`src/hw/rtl/lsbu_pkg.sv`:
```
// Shared types and constants for the LCD spectrum bar updater.
`default_nettype none

package lsbu_pkg;

  localparam int unsigned MaxColumnDef = 39;
  localparam int unsigned CellDepth    = 4;

  localparam logic [6:0] I2cAddrReset   = 7'h27;
  localparam logic       BacklightReset = 1'b1;

  localparam logic [7:0] CmdDdram  = 8'h80;
  localparam logic [7:0] CharSpace = 8'h20;
  localparam logic [7:0] GlyphFull = 8'h07;
  localparam logic [4:0] LevelTopFirst = 5'd9;
  localparam logic [4:0] LevelMax      = 5'd16;

  typedef enum logic {
    CfgI2cAddr   = 1'b0,
    CfgBacklight = 1'b1
  } cfg_idx_e;

  typedef struct packed {
    logic [4:0] bar_level;
    logic [4:0] previous_level;
    logic [5:0] column;
  } in_item_t;

  typedef struct packed {
    logic [6:0] bus_address;
    logic [7:0] expander_byte;
    logic       last_of_run;
  } out_item_t;

  // One display cell: cursor command byte, character byte, end-of-run mark
  typedef struct packed {
    logic [7:0] addr;
    logic [7:0] ch;
    logic       last;
  } cell_t;

  typedef struct packed {
    logic [1:0] cnt;
    cell_t      c0;
    cell_t      c1;
  } cell_wr_t;

endpackage

`default_nettype wire

```
`src/hw/rtl/lsbu_front.sv`:
```
// Front end: classifies an update into zero, one or two display cells.
`default_nettype none

module lsbu_front import lsbu_pkg::*; #(
  parameter int unsigned MaxColumn = MaxColumnDef
) (
  input  logic     accept_i,
  input  in_item_t item_i,
  output cell_wr_t wr_o
);

  logic [5:0] col;
  logic [4:0] lvl;
  logic [4:0] old;
  logic       main_vld;
  logic       main_bot;
  logic [7:0] main_ch;
  logic       fix_vld;
  logic       fix_bot;
  logic [7:0] fix_ch;
  cell_t      main_cell;
  cell_t      fix_cell;

  assign lvl = item_i.bar_level;
  assign old = item_i.previous_level;
  assign col = (item_i.column > 6'(MaxColumn)) ? 6'(MaxColumn) : item_i.column;

  always_comb begin
    main_vld = (lvl <= LevelMax);
    main_bot = (lvl < LevelTopFirst);
    if (lvl == 5'd0) begin
      main_ch = CharSpace;
    end else if (main_bot) begin
      main_ch = {3'b000, lvl - 5'd1};
    end else begin
      main_ch = {3'b000, lvl - LevelTopFirst};
    end

    // Clear a stale top cell, or fill the bottom cell under a new top cell
    fix_vld = 1'b0;
    fix_bot = 1'b0;
    fix_ch  = CharSpace;
    if (lvl < LevelTopFirst && old >= LevelTopFirst) begin
      fix_vld = 1'b1;
    end else if (lvl >= LevelTopFirst && old < 5'd8) begin
      fix_vld = 1'b1;
      fix_bot = 1'b1;
      fix_ch  = GlyphFull;
    end
  end

  assign main_cell = '{addr: {CmdDdram[7], main_bot, col}, ch: main_ch, last: !fix_vld};
  assign fix_cell  = '{addr: {CmdDdram[7], fix_bot, col}, ch: fix_ch, last: 1'b1};

  always_comb begin
    wr_o.cnt = 2'd0;
    wr_o.c0  = main_cell;
    wr_o.c1  = fix_cell;
    if (accept_i) begin
      if (main_vld) begin
        wr_o.cnt = fix_vld ? 2'd2 : 2'd1;
      end else if (fix_vld) begin
        wr_o.cnt = 2'd1;
        wr_o.c0  = fix_cell;
      end
    end
  end

endmodule

`default_nettype wire

```
`src/hw/rtl/lsbu_cell_fifo.sv`:
```
// Short queue of display cells between front end and serializer.
`default_nettype none

module lsbu_cell_fifo import lsbu_pkg::*; (
  input  logic     clk_i,
  input  logic     rst_ni,
  input  cell_wr_t wr_i,
  input  logic     rd_i,
  output cell_t    head_o,
  output logic     empty_o,
  output logic     full_o
);

  localparam int unsigned AddrW = $clog2(CellDepth);
  localparam int unsigned CntW  = $clog2(CellDepth + 1);

  cell_t            mem_q [CellDepth];
  logic [AddrW-1:0] wr_ptr_q, wr_ptr_d;
  logic [AddrW-1:0] rd_ptr_q, rd_ptr_d;
  logic [CntW-1:0]  cnt_q, cnt_d;
  logic [AddrW-1:0] wr_ptr_nxt;

  assign wr_ptr_nxt = wr_ptr_q + AddrW'(1);
  assign head_o     = mem_q[rd_ptr_q];
  assign empty_o    = (cnt_q == '0);
  // Keep room for a full two-cell update
  assign full_o     = (cnt_q > CntW'(CellDepth - 2));

  always_comb begin
    wr_ptr_d = wr_ptr_q + AddrW'(wr_i.cnt);
    rd_ptr_d = rd_ptr_q + AddrW'(rd_i);
    cnt_d    = cnt_q + CntW'(wr_i.cnt) - CntW'(rd_i);
  end

  always_ff @(posedge clk_i) begin
    if (wr_i.cnt != 2'd0) begin
      mem_q[wr_ptr_q] <= wr_i.c0;
    end
    if (wr_i.cnt == 2'd2) begin
      mem_q[wr_ptr_nxt] <= wr_i.c1;
    end
  end

  always_ff @(posedge clk_i or negedge rst_ni) begin
    if (!rst_ni) begin
      wr_ptr_q <= '0;
      rd_ptr_q <= '0;
      cnt_q    <= '0;
    end else begin
      wr_ptr_q <= wr_ptr_d;
      rd_ptr_q <= rd_ptr_d;
      cnt_q    <= cnt_d;
    end
  end

endmodule

`default_nettype wire

```
`src/hw/rtl/lsbu_back.sv`:
```
// Back end: turns each cell into eight expander bytes, one per cycle unless the receiver stalls.
`default_nettype none

module lsbu_back import lsbu_pkg::*; (
  input  logic       clk_i,
  input  logic       rst_ni,
  input  cell_t      head_i,
  input  logic       head_empty_i,
  output logic       head_rd_o,
  input  logic [6:0] i2c_addr_i,
  input  logic       backlight_i,
  output out_item_t  out_o,
  output logic       out_vld_o,
  input  logic       out_rd_i
);

  logic [2:0] step_q, step_d;
  logic       vld_q, vld_d;
  out_item_t  out_q;
  logic       adv;
  logic [7:0] sel_byte;
  logic [3:0] nib;
  logic       rs;
  out_item_t  beat;

  // step[2]: command/char, step[1]: high/low nibble, step[0]: EN set/clear
  assign adv      = !head_empty_i && (!vld_q || out_rd_i);
  assign rs       = step_q[2];
  assign sel_byte = rs ? head_i.ch : head_i.addr;
  assign nib      = step_q[1] ? sel_byte[3:0] : sel_byte[7:4];
  assign head_rd_o = adv && (step_q == 3'd7);

  always_comb begin
    beat.bus_address   = i2c_addr_i;
    beat.expander_byte = {nib, backlight_i, !step_q[0], 1'b0, rs};
    beat.last_of_run   = head_i.last && (step_q == 3'd7);
    step_d = adv ? step_q + 3'd1 : step_q;
    vld_d  = adv ? 1'b1 : (vld_q && !out_rd_i);
  end

  always_ff @(posedge clk_i) begin
    if (adv) begin
      out_q <= beat;
    end
  end

  always_ff @(posedge clk_i or negedge rst_ni) begin
    if (!rst_ni) begin
      step_q <= '0;
      vld_q  <= 1'b0;
    end else begin
      step_q <= step_d;
      vld_q  <= vld_d;
    end
  end

  assign out_o     = out_q;
  assign out_vld_o = vld_q;

endmodule

`default_nettype wire

```
`src/hw/rtl/lcd_spectrum_bar_updater.sv`:
```
// Bar-graph column updater for a 2-row character LCD behind an I2C expander.
//
// Input channel: push/full with in_item_i (bar level, previous level, column).
// Each update becomes zero, one or two display cells (cursor command plus one
// character); each cell leaves as eight expander bytes on the result channel
// (empty/pop, out_item_o), the last byte of an update marked by last_of_run.
// Configuration: cfg_we_i writes cfg_wdata_i into register cfg_idx_i
// (0: I2C bus address, 1: backlight enable) at the clock edge.
// An accepted update is written into the cell queue; its first byte is then
// shown from the serializer's output register, ready to be popped.
// Throughput: one expander byte per cycle while the receiver pops, set by the
// byte serializer; updates with nothing to draw produce no bytes.
// A four-cell queue sits between classifier and serializer; full rises while
// fewer than two cells are free, so push may continue while results wait.
// When the receiver stalls, the current byte holds and the queue fills.
// Reset empties the queue and output, sets the address to 0x27 and the
// backlight on.
`default_nettype none

module lcd_spectrum_bar_updater import lsbu_pkg::*; #(
  parameter int unsigned MaxColumn = MaxColumnDef
) (
  input  logic       clk_i,
  input  logic       rst_ni,
  input  logic       push,
  output logic       full,
  input  in_item_t   in_item_i,
  output logic       empty,
  input  logic       pop,
  output out_item_t  out_item_o,
  input  logic       cfg_we_i,
  input  cfg_idx_e   cfg_idx_i,
  input  logic [6:0] cfg_wdata_i
);

  logic [6:0] i2c_addr_q;
  logic       backlight_q;
  cell_wr_t   cell_wr;
  cell_t      head;
  logic       head_empty;
  logic       head_rd;
  logic       out_vld;
  logic       accept;

  assign accept = push && !full;

  always_ff @(posedge clk_i or negedge rst_ni) begin
    if (!rst_ni) begin
      i2c_addr_q  <= I2cAddrReset;
      backlight_q <= BacklightReset;
    end else if (cfg_we_i) begin
      unique case (cfg_idx_i)
        CfgI2cAddr:   i2c_addr_q  <= cfg_wdata_i;
        CfgBacklight: backlight_q <= cfg_wdata_i[0];
        default:      ;
      endcase
    end
  end

  lsbu_front #(
    .MaxColumn(MaxColumn)
  ) u_front (
    .accept_i (accept),
    .item_i   (in_item_i),
    .wr_o     (cell_wr)
  );

  lsbu_cell_fifo u_fifo (
    .clk_i   (clk_i),
    .rst_ni  (rst_ni),
    .wr_i    (cell_wr),
    .rd_i    (head_rd),
    .head_o  (head),
    .empty_o (head_empty),
    .full_o  (full)
  );

  lsbu_back u_back (
    .clk_i        (clk_i),
    .rst_ni       (rst_ni),
    .head_i       (head),
    .head_empty_i (head_empty),
    .head_rd_o    (head_rd),
    .i2c_addr_i   (i2c_addr_q),
    .backlight_i  (backlight_q),
    .out_o        (out_item_o),
    .out_vld_o    (out_vld),
    .out_rd_i     (pop)
  );

  assign empty = !out_vld;

endmodule

`default_nettype wire

```
`config.mk`:
```
export PLATFORM = sky130hd
export DESIGN_NAME = lcd_spectrum_bar_updater
export DESIGN_NICKNAME = d
export VERILOG_FILES = /design/src/hw/rtl/lsbu_pkg.sv /design/src/hw/rtl/lsbu_front.sv /design/src/hw/rtl/lsbu_cell_fifo.sv /design/src/hw/rtl/lsbu_back.sv /design/src/hw/rtl/lcd_spectrum_bar_updater.sv
export SDC_FILE = /design/constraint.sdc
export NUM_CORES = 1
export LEC_CHECK = 0
export BUFFER_PORTS_ARGS = -buffer_cell sky130_fd_sc_hd__buf_2
export CORE_MARGIN = 1
export CORE_UTILIZATION = 52
export CTS_BUF_LIST = sky130_fd_sc_hd__clkbuf_16
export CTS_CLUSTER_SIZE = 28
export DETAILED_ROUTE_END_ITERATION = 10
export GPL_TIMING_DRIVEN = 0
export PLACE_DENSITY = 0.68
export SYNTH_ARGS = -nofsm -noshare
export SYNTH_HDL_FRONTEND = slang
export SYNTH_SLANG_ARGS = --single-unit
```
`constraint.sdc`:
```
create_clock -name clk_i -period 9 [get_ports clk_i]
set_input_delay 1.8 -clock clk_i [delete_from_list [all_inputs] [get_ports clk_i]]
set_output_delay 1.8 -clock clk_i [all_outputs]
set_load 0.1 [all_outputs]
```
==> results.tsv, run 1 <==
stage	metric	value	unit
final_layout	n_antenna_cell	0	
hold_path	min_path_cells	0	
critical_path	reg2reg_depth	5	
global_routing	grt_pass1_vias	2819	
timing	skew	0.00822	ns
final_layout	fillCellCount	630	
route	drc	0	
hold_path	whs_endpoint	u_back.out_o[12]	
clocking	cts_max_level	3	
power	p_per_area	327	mW/mm²
global_routing	gr-usage-all-layers	22.1	%
global_routing	grt_pass1_wl	13.9	mm
critical_path	critPathRequiredTime	9.23	ns
synthesis	yosysSeqAreaShare	59.3	%
synthesis	synth-compound-area-share	10.1	%
synthesis	syn_nets	367	
critical_path	slowest_stage	nor3_1	
timing	rsz0062_at_grt	no	
die	start_util	54.2	%
power	intPower	0.945	mW
die	ios	47	
critical_path	cp_max_fo	12	
synthesis	synth_top_family_by_area	simple AND/OR/NAND/NOR gates	
route	ant_nets	0	
die	core_area	0.00777	mm²
route	drtIter0Drc	159	
synthesis	synth_edf_count	59	
hold_path	hp-class	reg -> reg	
power	seqPwrFrac	38.0	%
synthesis	synth.area.mux_share	10.3	%
critical_path	worstPathCellList	buf_2, nor2_1, nor3_1, a21boi_0, o32a_1, ha_1, nor2_1, nor3_4, o21ai_1, inv_1, o32a_1	
timing	hold_slack	0.448	ns
flow_run	drv_cap	0	
die	die_w	91.9	µm
critical_path	end_kind	register	
clocking	tritoncts	built	
critical_path	crit_path_start_kind	primary input	
die	fp-row-count	32	
placement	place_congestion	0.912	
synthesis	yosys.area_share.simple	11.7	%
timing	min_period_over_period	55.2	%
route	drt_wl_total	8.45	mm
final_layout	final_util	62.2	%
critical_path	cp.arrival	5.20	ns
clocking	cts_root_buf	clkbuf_16	
synthesis	syn_avg_cell_area	12.9	µm²
clocking	post_cts_buffers	0	
die	die_y	91.9	µm
outcome	status	complete, no violations	
final_layout	final_common_cell	edfxtp_1	
synthesis	synth_flop_cell	edfxtp_1	
hold_path	hold_path.startpoint	i2c_addr_q[3]	
power	p_leak	1.85	nW
synthesis	yosys_warnings	0	
final_layout	final_cell_mix	59 x edfxtp_1, 49 x buf_2, 39 x nor2_1	
power	p_comb_share	40.8	%
critical_path	rrSetupSlack	6.37	ns
critical_path	rr_endpoint	u_fifo.mem_q[0][0]	
placement	io_buffers	43	
clocking	worstSkewPairLatency	0.34	ns
global_routing	antenna_found_initial	0	
synthesis	ys_types	53	
clocking	numCtsBuffers	9	
die	die-area	0.00845	mm²
critical_path	setup.worst_path.class	in -> reg	
clocking	cts_hold_buffers	0	
clocking	cts_buffer_depth	2	
global_routing	grt_overflow_total	0	
clocking	cts.sinks	90	
route	first_pass_iters	5	
final_layout	seq_area	0.00249	mm²
final_layout	multi_input_area	0.00157	mm²
synthesis	synth-adder-area-share	3.45	%
timing	setup_viol	0	
timing	slew_headroom	36.6	%
timing	final.setup.tns	0	ns
timing	drv_slew	0	
critical_path	crit-reg2reg-launch	u_fifo.wr_ptr_q[1]	
route	vias	2789	
route	viasPerCell	5.70	
final_layout	syn2layout_area_growth	14.9	%
synthesis	synth-xor-area-share	1.67	%
synthesis	syn_inst	327	
synthesis	syn_area	0.00421	mm²
timing	min_period	4.97	ns
synthesis	synthArstFlopShare	21.1	%
timing	tightest_slew	0.944	ns
timing	hold_viol	0	
critical_path	cpPeakStageDelay	0.72	ns
global_routing	grt_max_degree	20	
power	pwr-share-clk	21.1	%
synthesis	ys_ff_latch	90	
power	netSwitchingPower	0.635	mW
power	swShare	40.2	%
final_layout	layout-drive-gt1-share	26.6	%
clocking	post_cts_resized	0	
power	ir_drop	0.165	mV
route	detail_route.wl_per_cell	17.3	µm
timing	fmax	201	MHz
clocking	cts.clk_slew.worst_paths	0.06	ns
final_layout	nNetsFinal	422	
placement	dp_hpwl	6.06	mm
==> per-layer routing <==
metal / routed length [µm] / global-route usage (%)
met1: 3750 / 27.4
met2: 4020 / 36.2
met3: 410 / 4.23
met4: 268 / 13.0
met5: 0 / 0
==> synthesized netlist by cell type, types with 3 or more instances <==
cell	number	share of area, %
a21oi_1	3	0.36
a22oi_1	5	0.89
a31oi_1	3	0.45
a32o_1	4	0.95
and2_1	5	0.74
buf_2	6	0.71
clkbuf_1	5	0.45
dfrtp_1	14	8.3
dfstp_2	5	3.1
dfxtp_1	12	5.7
edfxtp_1	59	42
ha_1	10	3.0
inv_1	15	1.3
mux2_2	11	2.9
mux2i_1	4	0.95
mux4_2	12	6.4
nand2_1	16	1.4
nand2b_1	6	0.89
nand3_1	10	1.2
nor2_1	39	3.5
nor2b_1	5	0.74
nor3_1	6	0.71
nor4_1	3	0.45
o21ai_0	13	1.5
o21ai_1	9	1.1
o22a_1	3	0.62
o2bb2ai_1	4	0.83
xnor2_1	5	1.0
xor2_1	3	0.62
==> state kept, by name, summed over array words and instances (netlist names) <==
name,count
u_back.out_vld_o,1
u_back.out_o,15
backlight_q,1
u_back.step_q,3
u_fifo.mem_q,56
u_fifo.wr_ptr_q,2
u_fifo.rd_ptr_q,2
u_fifo.cnt_q,3
i2c_addr_q,7
==> layout make-up <==
type / instances / area share, %
buffer: 15 / 1.71
clock buffer: 9 / 4.66
clock inverter: 7 / 0.828
inverter: 16 / 1.24
multi-input combinational: 206 / 32.6
sequential: 90 / 51.6
tap: 102 / 2.64
timing repair buffer: 44 / 4.76
==> power groups by stage <==
stage	Sequential [mW]	Combinational [mW]	Clock, mW
2_1_floorplan	0.776	0.350	0
3_3_place_gp	0.605	0.629	0
3_5_place_dp	0.610	0.647	0
4_1_cts	0.602	0.648	0.336
5_1_grt	0.610	0.691	0.355
6_report	0.601	0.645	0.334
==> worst max-delay path: cells and delay by family <==
family,cells,cell delay (ns)
AOI/OAI and AO/OA,4,1.22
and+or+nand+nor,4,1.20
adders and majority gates,1,0.28
buffers and inverters,2,0.68
==> worst max-delay path by stage <==
stage                  start            endpoint  slack (ns)  depth (start not counted)
3_5_place_dp   in_item_i[14]  u_fifo.mem_q[3][2]        3.74                         10
5_1_grt        in_item_i[14]  u_fifo.mem_q[0][0]        3.82                         11
2_1_floorplan  in_item_i[14]     u_fifo.cnt_q[2]        4.50                         15
4_1_cts        in_item_i[14]  u_fifo.mem_q[3][6]        4.06                         10
3_3_place_gp   in_item_i[13]  u_fifo.mem_q[0][0]        3.78                         10
6_report       in_item_i[14]  u_fifo.mem_q[0][0]        4.03                         11
==> stage by stage <==
stage / setup WS, ns / cell area (µm²) / total power, mW / cells
2_1_floorplan: 4.50 / 4210 / 1.13 / 327
3_3_place_gp: 3.78 / 4550 / 1.23 / 472
3_5_place_dp: 3.74 / 4570 / 1.26 / 473
4_1_cts: 4.06 / 4830 / 1.59 / 489
5_1_grt: 3.82 / 4830 / 1.66 / 489
6_report: 4.03 / 4830 / 1.58 / 489
==> cells by family (layout without fill, tap and decap cells) <==
| kind of cell | after synthesis | in the layout |
|---|---|---|
| buffers and inverters | 31 | 91 |
| other | 1 | 1 |
| xor gates and xnor gates | 8 | 8 |
| AOI/OAI and AO/OA | 59 | 59 |
| muxes | 27 | 27 |
| and+or+nand+nor | 100 | 100 |
| adders and majority gates | 11 | 11 |
| DFF | 90 | 90 |
No activity file was read; power rests on OpenSTA's default activity.
==> run 2, diff against run 1 <==
--- a/config.mk
+++ b/config.mk
@@ -12,7 +12,7 @@
 export CTS_CLUSTER_SIZE = 28
 export DETAILED_ROUTE_END_ITERATION = 10
 export GPL_TIMING_DRIVEN = 0
-export PLACE_DENSITY = 0.68
+export PLACE_DENSITY = 0.71
 export SYNTH_ARGS = -nofsm -noshare
 export SYNTH_HDL_FRONTEND = slang
 export SYNTH_SLANG_ARGS = --single-unit
==> constraint.sdc (replaced) <==
create_clock -name clk_i -period 4.08 [get_ports clk_i]
set_input_delay 0.816 -clock clk_i [delete_from_list [all_inputs] [get_ports clk_i]]
set_output_delay 0.816 -clock clk_i [all_outputs]
set_load 0.1 [all_outputs]
==> results.tsv, run 2 (same netlist as run 1, synthesis figures left out) <==
stage	metric	value	unit
outcome	status	complete, no violations	
die	start_util	54.2	%
route	viasPerCell	5.64	
critical_path	critPathRequiredTime	4.30	ns
die	die_w	91.9	µm
critical_path	end_kind	register	
final_layout	n_antenna_cell	0	
power	p_per_area	744	mW/mm²
critical_path	crit_path_start_kind	primary input	
placement	dp_hpwl	5.97	mm
critical_path	worstPathCellList	buf_2, inv_1, ha_1, nor2_1, a21boi_0, o32a_1, ha_1, nor2_1, nor3_4, nand2_1, clkinvlp_4, o22a_1	
timing	fmax	272	MHz
critical_path	startpoint	in_item_i[12]	
die	fp-row-count	32	
placement	place_congestion	0.959	
critical_path	rr_endpoint	u_fifo.cnt_q[2]	
flow_run	drv_cap	0	
final_layout	largest_register_ffs	56	
global_routing	grt_max_degree	20	
final_layout	regMostFlops	u_fifo.mem_q	
route	met3_length	507	µm
timing	drv_slew	0	
final_layout	nNetsFinal	423	
die	ios	47	
route	drtIter0Drc	188	
route	vias	2766	
clocking	cts_buffer_depth	2	
critical_path	cp.arrival	3.91	ns
clocking	cts_max_level	3	
timing	tightest_slew	0.665	ns
critical_path	cpPeakStageDelay	0.49	ns
timing	setup_viol	0	
placement	io_buffers	43	
critical_path	cp_max_fo	12	
placement	dp.cells	473	
hold_path	hp-class	in -> async	
route	drt_wl_total	8.59	mm
clocking	cts.sinks	90	
final_layout	fin_cells	490	
timing	min_period	3.68	ns
route	top_layer	met4	
global_routing	grt_overflow_total	0	
route	ant_nets	0	
timing	rsz0062_at_grt	no	
die	die_y	91.9	µm
clocking	cts_root_buf	clkbuf_16	
route	first_pass_iters	4	
route	detail_route.wl_per_cell	17.5	µm
route	drc	0	
timing	hold_slack	0.426	ns
final_layout	final_cell_mix	59 x edfxtp_1, 49 x buf_2, 39 x nor2_1	
timing	slew_headroom	55.3	%
global_routing	grt_pass1_wl	13.8	mm
timing	hold_viol	0	
power	ir_drop	0.382	mV
critical_path	critical_path.endpoint	u_fifo.mem_q[2][0]	
critical_path	slowest_stage	clkinvlp_4	
global_routing	gr-usage-all-layers	21.9	%
final_layout	final_common_cell	edfxtp_1	
route	met2_length	4.16	mm
critical_path	setup.worst_path.class	in -> reg	
timing	min_period_over_period	90.2	%
die	core_area	0.00777	mm²
critical_path	rrSetupSlack	1.57	ns
global_routing	antenna_found_initial	0	
critical_path	reg2reg_depth	11	
clocking	tritoncts	built	
power	p_leak	1.87	nW
die	die-area	0.00845	mm²
timing	skew	0.00822	ns
clocking	cts.clk_slew.worst_paths	0.06	ns
final_layout	syn2layout_area_growth	17.3	%
critical_path	crit-reg2reg-launch	u_fifo.cnt_q[2]	
route	wl_met1	3.84	mm
clocking	numCtsBuffers	9	
clocking	worstSkewPairLatency	0.33	ns
final_layout	layout-drive-gt1-share	28.4	%
global_routing	grt_pass1_vias	2763	
power	power	3.67	mW
final_layout	fillCellCount	660	
run 2: changes by cell type in the layout (fill, tap and decap cells not counted), sizes merged:
cell	before	now
inv	19	17
clkinvlp	2	3
clkinv	2	0
buf	54	55
bufinv	0	3
run 2: power by group:
group / total (mW) / internal (mW) / switching, mW
sequential: 1.33 / 1.23 / 0.102
clock: 0.920 / 0.594 / 0.326
combinational: 1.42 / 0.454 / 0.969
run 2: how the worst min path moves through the flow:
| stage | startpoint | end | slack, ns | depth (start not counted) |
|---|---|---|---|---|
| 2_1_floorplan | i2c_addr_q[3] | u_back.out_o[12] | 0.42 | 0 |
| 3_3_place_gp | i2c_addr_q[6] | u_back.out_o[15] | 0.43 | 0 |
| 3_5_place_dp | i2c_addr_q[4] | u_back.out_o[13] | 0.43 | 0 |
| 4_1_cts | rst_ni | u_fifo.cnt_q[2] | 0.42 | 1 |
| 5_1_grt | rst_ni | u_fifo.wr_ptr_q[0] | 0.45 | 1 |
| 6_report | rst_ni | u_fifo.cnt_q[2] | 0.43 | 1 |
run 2: worst max-delay path, delay by kind of cell:
kind	cells	cell delay, ns
buffers and inverters	3	0.65
adders and majority gates	2	0.54
and+or+nand+nor	4	1.11
AOI/OAI and AO/OA	3	0.75
run 2: stage by stage:
stage / setup WS, ns / area, µm² / util [%] / TNS [ns]
2_1_floorplan: 0.559 / 4210 / - / 0
3_3_place_gp: -0.191 / 4550 / 58.6 / -3.65
3_5_place_dp: -0.190 / 4570 / 58.8 / -3.47
4_1_cts: 0.138 / 4900 / 63.1 / 0
5_1_grt: 0.246 / 4940 / 63.5 / 0
6_report: 0.399 / 4940 / 63.5 / 0
run 2: layout make-up:
class / count / area, µm² / area share, %
buffer: 15 / 82.6 / 1.67
clock buffer: 9 / 225 / 4.56
clock inverter: 7 / 110 / 2.23
inverter: 16 / 71.3 / 1.44
multi-input combinational: 206 / 1590 / 32.2
sequential: 90 / 2490 / 50.5
tap: 102 / 128 / 2.59
timing repair buffer: 45 / 238 / 4.82
run 2: metal layers:
| metal | global-route usage (%) | vias up |
|---|---|---|
| met5 | 0 | - |
| met1 | 29.5 | 1349 |
| met3 | 4.39 | 8 |
| li1 | - | 1325 |
| met4 | 9.11 | 0 |
| met2 | 34.8 | 84 |
run 2: repair_timing:
| action | CTS | global route |
|---|---|---|
| gates resized for setup | 0 | 6 |
| hold buffers | 0 | 0 |
| hold endpoints to repair | 0 | 0 |
| setup buffers | 0 | 1 |
| setup endpoints to repair | 0 | 35 |
